File: config.mk
export PLATFORM = sky130hd
export DESIGN_NAME = tensor_fletcher32_checksum
export DESIGN_NICKNAME = d
export VERILOG_FILES = /design/src/design/tfc_pkg.sv /design/src/design/tensor_fletcher32_checksum.sv
export SDC_FILE = /design/constraint.sdc
export NUM_CORES = 1
export LEC_CHECK = 0
export BUFFER_PORTS_ARGS = -buffer_cell sky130_fd_sc_hd__clkbuf_2
export CAP_MARGIN = 10
export CORE_UTILIZATION = 50
export DETAILED_ROUTE_END_ITERATION = 10
export PLACE_DENSITY = 0.78
export SYNTH_ARGS = -nofsm -noshare
export SYNTH_HDL_FRONTEND = slang
export SYNTH_SLANG_ARGS = --single-unit
File: constraint.sdc
create_clock -name clk -period 10.85 [get_ports clk]
set_clock_uncertainty 0.1 [all_clocks]
set_input_delay 1.085 -clock clk [delete_from_list [all_inputs] [get_ports clk]]
set_output_delay 1.085 -clock clk [all_outputs]
set_load 0.02 [all_outputs]
File: src/design/tfc_pkg.sv
// Package for the tensor Fletcher-32 checksum block.
// Holds widths, the fold interval, register indexes and the 16-bit fold function.
// Used by the top level and by its port checker; depends on nothing else.
`default_nettype none

package tfc_pkg;

	// Words added between two folds of the running sums.
	localparam int unsigned FOLD_INTERVAL = 359;
	localparam int unsigned WORDS_W = (FOLD_INTERVAL > 1) ? $clog2(FOLD_INTERVAL) : 1;

	// Field and register widths.
	localparam int unsigned BYTE_W    = 8;
	localparam int unsigned WORD_W    = 16;
	localparam int unsigned SUM_W     = 32;
	localparam int unsigned CNT_W     = 16;
	localparam int unsigned CSUM_W    = 32;
	localparam int unsigned CFG_IDX_W = 8;

	// Configuration register indexes.
	typedef enum logic [CFG_IDX_W-1:0] {
		REG_BATCH   = 8'd0,
		REG_ROW     = 8'd1,
		REG_COLUMN  = 8'd2,
		REG_CHANNEL = 8'd3
	} cfg_reg_t;

	// Adds the upper half of a sum into its lower half.
	function automatic logic [SUM_W-1:0] fold(input logic [SUM_W-1:0] s);
		logic [WORD_W:0] f;
		f = {1'b0, s[WORD_W-1:0]} + {1'b0, s[SUM_W-1:WORD_W]};
		return {{(SUM_W-WORD_W-1){1'b0}}, f};
	endfunction

endpackage

`default_nettype wire

File: src/design/tensor_fletcher32_checksum.sv
// Top level of the tensor Fletcher-32 checksum block.
// Pairs tensor bytes into words, keeps the running sums and emits the checksum.
// Depends on tfc_pkg.
`default_nettype none

// Usage:
// Bytes of a tensor arrive on the s_ stream in batch, row, column, depth order,
// one per transfer. Bytes of one depth run are paired big-endian into words;
// an odd last byte of a run forms a word with a zero low byte. The shape is
// set through the cfg_ write channel (index 0 batches, 1 rows, 2 columns,
// 3 channels; a count of zero acts as one, other indexes are ignored) while
// the block is idle. After the last byte of the tensor one 32-bit checksum
// leaves on the m_ stream, sum2 in the upper half and sum1 in the lower half,
// and the walk and sums return to their starting values for the next tensor.
// Throughput is one byte per clock while no finished checksum is held up: the running
// sums take one add, a dependent add and an optional fold in the update of each byte.
// From the last byte to m_tvalid the checksum passes the input register, then
// the sum update into the fold stage, then the final folds into the output register.
// Reset clears the walk and all valid flags, sets the sums to 16'hffff and sets
// every count to one; there is no clearing pass. When the receiver stalls the result
// holds, and bytes keep flowing while one more finished checksum waits in the
// fold stage; the last byte of a third tensor then holds in the input register
// and s_tready drops until the output register drains.
module tensor_fletcher32_checksum (
	input  wire                             clk,
	input  wire                             arst_n,
	// Tensor byte stream.
	input  wire                             s_tvalid,
	output logic                            s_tready,
	input  wire  [tfc_pkg::BYTE_W-1:0]      s_tdata,   // [7:0] data_byte
	// Checksum stream.
	output logic                            m_tvalid,
	input  wire                             m_tready,
	output logic [tfc_pkg::CSUM_W-1:0]      m_tdata,   // [31:0] checksum
	// Configuration write channel.
	input  wire                             cfg_valid,
	output logic                            cfg_ready,
	input  wire  [tfc_pkg::CFG_IDX_W-1:0]   cfg_index,
	input  wire  [tfc_pkg::CNT_W-1:0]       cfg_data
);

	localparam int unsigned CNT_W   = tfc_pkg::CNT_W;
	localparam int unsigned SUM_W   = tfc_pkg::SUM_W;
	localparam int unsigned WORD_W  = tfc_pkg::WORD_W;
	localparam int unsigned BYTE_W  = tfc_pkg::BYTE_W;
	localparam int unsigned WORDS_W = tfc_pkg::WORDS_W;

	// A count of zero behaves as one.
	function automatic logic [CNT_W-1:0] eff(input logic [CNT_W-1:0] c);
		return (c == '0) ? CNT_W'(1) : c;
	endfunction

	// Configuration registers.
	logic [CNT_W-1:0] batch_count_q, row_count_q, column_count_q, channel_count_q;

	// Walk and sum state.
	logic [SUM_W-1:0]   low_sum_q, high_sum_q;
	logic [WORDS_W-1:0] words_q;
	logic [BYTE_W-1:0]  held_byte_q;
	logic               byte_held_q;
	logic [CNT_W-1:0]   depth_pos_q, column_pos_q, row_pos_q, batch_pos_q;

	// Input register.
	logic              valid_s1;
	logic [BYTE_W-1:0] byte_s1;

	// Finished sums waiting for the final folds.
	logic             valid_s2;
	logic             partial_s2;
	logic [SUM_W-1:0] low_s2, high_s2;

	// Output register.
	logic              m_tvalid_q;
	logic [tfc_pkg::CSUM_W-1:0] m_tdata_q;

	// Update logic signals.
	logic               last_in_run, add_en, done, block_full;
	logic [WORD_W-1:0]  word;
	logic [CNT_W-1:0]   column_inc, row_inc, batch_inc, depth_inc;
	logic               col_wrap, row_wrap, batch_wrap;
	logic [SUM_W-1:0]   low_add, high_add, low_new, high_new;
	logic [WORDS_W:0]   words_inc;
	logic [WORDS_W-1:0] words_new;
	logic               out_free, s2_free, s1_fire;
	logic [SUM_W-1:0]   low_f1, high_f1, low_f2, high_f2;

	assign cfg_ready = 1'b1;
	assign m_tvalid  = m_tvalid_q;
	assign m_tdata   = m_tdata_q;

	// Flow control: the output register, the fold stage and the input register.
	always_comb begin
		out_free = !m_tvalid_q || m_tready;
		s2_free  = !valid_s2 || out_free;
		s1_fire  = valid_s1 && (!done || s2_free);
		s_tready = !valid_s1 || s1_fire;
	end

	// Position walk: does this byte end a run, a column, a row, the tensor.
	always_comb begin
		last_in_run = ({1'b0, depth_pos_q} + (CNT_W+1)'(1)) >= {1'b0, eff(channel_count_q)};
		depth_inc   = depth_pos_q + CNT_W'(1);
		column_inc  = column_pos_q + CNT_W'(1);
		row_inc     = row_pos_q + CNT_W'(1);
		batch_inc   = batch_pos_q + CNT_W'(1);
		col_wrap    = column_inc >= eff(column_count_q);
		row_wrap    = row_inc >= eff(row_count_q);
		batch_wrap  = batch_inc >= eff(batch_count_q);
		done        = last_in_run && col_wrap && row_wrap && batch_wrap;
	end

	// Word formation and the running sums with the periodic fold.
	always_comb begin
		add_en     = byte_held_q || last_in_run;
		word       = byte_held_q ? {held_byte_q, byte_s1} : {byte_s1, {BYTE_W{1'b0}}};
		low_add    = low_sum_q + {{(SUM_W-WORD_W){1'b0}}, word};
		high_add   = high_sum_q + low_add;
		words_inc  = {1'b0, words_q} + (WORDS_W+1)'(1);
		block_full = words_inc >= (WORDS_W+1)'(tfc_pkg::FOLD_INTERVAL);
		low_new    = block_full ? tfc_pkg::fold(low_add) : low_add;
		high_new   = block_full ? tfc_pkg::fold(high_add) : high_add;
		words_new  = block_full ? '0 : words_inc[WORDS_W-1:0];
	end

	// Final folds of a finished tensor: the partial block, then once more.
	always_comb begin
		low_f1  = partial_s2 ? tfc_pkg::fold(low_s2) : low_s2;
		high_f1 = partial_s2 ? tfc_pkg::fold(high_s2) : high_s2;
		low_f2  = tfc_pkg::fold(low_f1);
		high_f2 = tfc_pkg::fold(high_f1);
	end

	// Control and walk state.
	always_ff @(posedge clk or negedge arst_n) begin
		if (!arst_n) begin
			batch_count_q   <= CNT_W'(1);
			row_count_q     <= CNT_W'(1);
			column_count_q  <= CNT_W'(1);
			channel_count_q <= CNT_W'(1);
			low_sum_q       <= SUM_W'(16'hffff);
			high_sum_q      <= SUM_W'(16'hffff);
			words_q         <= '0;
			held_byte_q     <= '0;
			byte_held_q     <= 1'b0;
			depth_pos_q     <= '0;
			column_pos_q    <= '0;
			row_pos_q       <= '0;
			batch_pos_q     <= '0;
			valid_s1        <= 1'b0;
			valid_s2        <= 1'b0;
			m_tvalid_q      <= 1'b0;
		end else begin
			// Register writes.
			if (cfg_valid && cfg_ready) begin
				case (cfg_index)
					tfc_pkg::REG_BATCH:   batch_count_q   <= cfg_data;
					tfc_pkg::REG_ROW:     row_count_q     <= cfg_data;
					tfc_pkg::REG_COLUMN:  column_count_q  <= cfg_data;
					tfc_pkg::REG_CHANNEL: channel_count_q <= cfg_data;
					default: ;
				endcase
			end

			// Input register.
			if (s_tvalid && s_tready) begin
				valid_s1 <= 1'b1;
			end else if (s1_fire) begin
				valid_s1 <= 1'b0;
			end

			// Sum and walk update for the byte in the input register.
			if (s1_fire) begin
				if (done) begin
					low_sum_q    <= SUM_W'(16'hffff);
					high_sum_q   <= SUM_W'(16'hffff);
					words_q      <= '0;
					held_byte_q  <= '0;
					byte_held_q  <= 1'b0;
					depth_pos_q  <= '0;
					column_pos_q <= '0;
					row_pos_q    <= '0;
					batch_pos_q  <= '0;
				end else begin
					if (add_en) begin
						low_sum_q  <= low_new;
						high_sum_q <= high_new;
						words_q    <= words_new;
					end
					if (byte_held_q) begin
						byte_held_q <= 1'b0;
						held_byte_q <= '0;
					end else if (!last_in_run) begin
						byte_held_q <= 1'b1;
						held_byte_q <= byte_s1;
					end
					if (last_in_run) begin
						depth_pos_q  <= '0;
						column_pos_q <= col_wrap ? '0 : column_inc;
						if (col_wrap) begin
							row_pos_q <= row_wrap ? '0 : row_inc;
							if (row_wrap) begin
								batch_pos_q <= batch_wrap ? '0 : batch_inc;
							end
						end
					end else begin
						depth_pos_q <= depth_inc;
					end
				end
			end

			// Fold stage occupancy.
			if (s1_fire && done) begin
				valid_s2 <= 1'b1;
			end else if (valid_s2 && out_free) begin
				valid_s2 <= 1'b0;
			end

			// Output register occupancy.
			if (out_free) begin
				m_tvalid_q <= valid_s2;
			end
		end
	end

	// Payload registers.
	always_ff @(posedge clk) begin
		if (s_tvalid && s_tready) begin
			byte_s1 <= s_tdata;
		end
		if (s1_fire && done) begin
			low_s2     <= low_new;
			high_s2    <= high_new;
			partial_s2 <= add_en ? (words_new != '0) : (words_q != '0);
		end
		if (out_free && valid_s2) begin
			m_tdata_q <= {high_f2[WORD_W-1:0], low_f2[WORD_W-1:0]};
		end
	end

endmodule

`default_nettype wire

==> impl_metrics.env <==
export IMPL_hp_class="reg -> reg"
export IMPL_period_share_pct=68.8
export IMPL_portBuffers=70
export IMPL_grt_usage_pct=24.5
export IMPL_fin_crit_ps=7460
export IMPL_relSlewSlack_pct=28.7
export IMPL_post_dp_cell_area_um2=23400
export IMPL_ys_warnings_count=0
export IMPL_vias_per_cell=5.93
export IMPL_power_density_nw_per_um2=328
export IMPL_worst_pin_slew_ps=1070
export IMPL_slew_violations=0
export IMPL_cts_root_buf="clkbuf_16"
export IMPL_ff2ff_setup_slack_ps=3390
export IMPL_path_max_fanout=19
export IMPL_grt_pass1_wl_um=91100
export IMPL_ir_worst_vdd_mv=0.319
export IMPL_end_kind="flip-flop"
export IMPL_final_nets=2609
export IMPL_path_delay_family="compound AO/OA/AOI/OAI gates"
export IMPL_num_vias=17606
export IMPL_path_clk_slew_ps=60
export IMPL_cts_setup_buffers=0
export IMPL_path_buf_inv=1
export IMPL_dp_cells=2903
export IMPL_slowest_stage="dfrtp_1"
export IMPL_grt_max_degree=84
export IMPL_stdcell_area_um2=24600
export IMPL_status="finished clean"
export IMPL_cts_resized=0
export IMPL_cts_sinks=318
export IMPL_clock_latency_ps=560
export IMPL_setup_viol=0
export IMPL_avgSynthCellArea_um2=9.81
export IMPL_cts_buffers_inserted=37
export IMPL_synth_edf_count=105
export IMPL_slowest_delay_ps=570
export IMPL_synth_seq_area_share_pct=37.8
export IMPL_worst_ep_required_time_ps=11050
export IMPL_gp_congestion=0.939
export IMPL_drc=0
export IMPL_drive_gt1_share_pct=14.4
export IMPL_grt_pass1_vias=17598
export IMPL_overflow=0
export IMPL_p_leak_nw=11.1
export IMPL_crit_arrival_ps=7660
export IMPL_pin_count=72
export IMPL_final_cells=2970
export IMPL_routed_wl_um=56400
export IMPL_die_area_um2=46000
export IMPL_synth_ff_latch_count=318
export IMPL_rsz0062_at_grt="false"
export IMPL_die_h_um=214
export IMPL_die_x_um=214
export IMPL_antenna_found_initial=0
export IMPL_ant_nets=0
export IMPL_worstSetupPathType="reg -> reg"
export IMPL_final_core_util_pct=55.6
export IMPL_num_antenna_cells=0
export IMPL_hold_violations=0
export IMPL_ys_types=98
export IMPL_area_delta_synth_final_pct=9.18
export IMPL_dpl_hpwl_um=42600
export IMPL_holdBufCountCts=0
export IMPL_max_freq_mhz=134
export IMPL_critPathLaunchType="flip-flop"
export IMPL_syn_area_um2=22600
export IMPL_core_um2=44300
export IMPL_synthArstFlopShare_pct=67.0
export IMPL_clk_path_buf_depth=3
export IMPL_finalPower_mw=8.08
export IMPL_synthFlopType="dfrtp_1"
export IMPL_row_count=77
export IMPL_syn_nets=2558
export IMPL_final_setup_tns_ps=0
export IMPL_netlist_instances=2299
export IMPL_wire_per_inst_um=19.0
export IMPL_cts_tree="yes"
export IMPL_h_tree_depth=2
export IMPL_drt_iter0_drc=1423
export IMPL_start_util_pct=50.9
export IMPL_dr_pass1_iters=5
export IMPL_max_cap_violations=0
[worst paths after layout]
path,startpoint,endpoint,cells past startpoint
max reg2reg,byte_held_q,high_s2[15],28
min reg2reg,low_sum_q[0],low_sum_q[0],2
min in group asynchronous,arst_n,held_byte_q[3],1
max,byte_held_q,high_s2[15],28
min,low_sum_q[0],low_sum_q[0],2
max in group asynchronous,arst_n,low_sum_q[22],3
[layout by cell type, fill, tap and decap left out, types with 17 or more instances in the layout]
master / instances
edfxtp_1: 105
ha_1: 214
nor2_1: 118
o21bai_1: 19
xnor2_1: 136
nor2b_1: 60
xor2_1: 51
a31oi_1: 17
nand2b_1: 20
clkbuf_2: 69
nand2_1: 194
mux2_2: 95
dfrtp_1: 177
a21o_1: 51
nor3_1: 39
nor4_1: 18
o211ai_1: 24
o21ai_0: 161
a21oi_1: 128
or3_1: 21
clkbuf_16: 38
a22o_1: 46
and2_1: 29
and3_1: 29
dfstp_2: 36
nand3_1: 65
inv_1: 131
[registers in the layout, indices dropped and copies added (netlist names), 9 cells and up]
| register | flops |
|---|---|
| column_pos_q | 16 |
| row_count_q | 16 |
| words_q | 9 |
| column_count_q | 16 |
| high_s2 | 32 |
| batch_pos_q | 16 |
| high_sum_q | 32 |
| depth_pos_q | 16 |
| low_sum_q | 32 |
| row_pos_q | 16 |
| batch_count_q | 16 |
| m_tdata | 32 |
| low_s2 | 32 |
| channel_count_q | 16 |
[per-layer routing]
metal  up-vias  track usage, %  share of wire (%)
li1       8469               -                  -
met1      8529            31.0                 42
met2       485            42.5                 49
met3       123            2.89                4.7
met4         0            10.4                3.8
met5         -               0                  0
[per-stage QoR]
step / setup WS, ps / hold WS [ps]
after floorplan: 4270 / 337
after global placement: 3760 / 350
after detailed placement: 3520 / 353
after CTS: 3500 / 359
after global routing: 2850 / 370
final: 3390 / 357
[where the power goes]
part	internal, mW	switching, mW
clock	0.761	0.524
sequential	1.55	0.158
combinational	2.09	2.99
[Yosys cell counts (8+ instances only)]
library cell / instances / area share, %
and4_1: 15 / 0.58
o22a_1: 15 / 0.58
o31ai_1: 17 / 0.57
a22o_1: 46 / 1.8
fa_1: 8 / 0.71
a211oi_1: 9 / 0.30
or3_1: 21 / 0.58
a211o_1: 8 / 0.31
a21o_1: 51 / 1.7
inv_1: 131 / 2.2
xor2_1: 51 / 2.0
mux2_2: 95 / 4.7
clkbuf_1: 31 / 0.52
edfxtp_1: 105 / 14
nor2_1: 119 / 2.0
nor3_1: 39 / 0.87
nor2b_1: 61 / 1.7
o211ai_1: 24 / 0.80
buf_2: 21 / 0.47
dfrtp_1: 177 / 20
nor4_1: 18 / 0.50
nand2_1: 194 / 3.2
mux2_4: 9 / 0.60
nand3_1: 65 / 1.4
o21bai_1: 19 / 0.63
and3_1: 29 / 0.80
nand2b_1: 20 / 0.55
o21a_1: 14 / 0.47
and2_1: 29 / 0.80
a21oi_1: 128 / 2.8
or2_2: 11 / 0.31
a31oi_1: 17 / 0.47
xnor2_1: 136 / 5.3
nand4_1: 13 / 0.36
dfstp_2: 36 / 4.2
o21ai_1: 14 / 0.31
ha_1: 214 / 12
o21ai_0: 161 / 3.6
[final cells by class]
| type | instances | area (um2) |
|---|---|---|
| tap | 592 | 741 |
| timing repair buffer | 82 | 449 |
| multi-input combinational | 1780 | 13200 |
| clock inverter | 19 | 229 |
| fill | 3794 | 19700 |
| inverter | 131 | 492 |
| clock buffer | 48 | 1010 |
| sequential | 318 | 8530 |
[worst reg2reg max path: cells and delay by family (launching register included)]
family          cells  cell delay (ps)
fa+ha+maj           4             1330
mux                 1              280
compound gates     11             2400
buf+inv             1              150
xor+xnor            3              670
flops               1              570
simple gates        8             1680
[cell families after synthesis]
| logic type | Yosys count | share of synthesized area, % |
|---|---|---|
| mux | 107 | 5.49 |
| fa+ha+maj | 222 | 12.6 |
| other cells | 1 | 0.0166 |
| xor+xnor | 187 | 7.26 |
| buf+inv | 201 | 3.87 |
| compound gates | 599 | 18.0 |
| flops | 318 | 37.8 |
| simple gates | 664 | 15.0 |
Power figures use the tool's default switching activity.
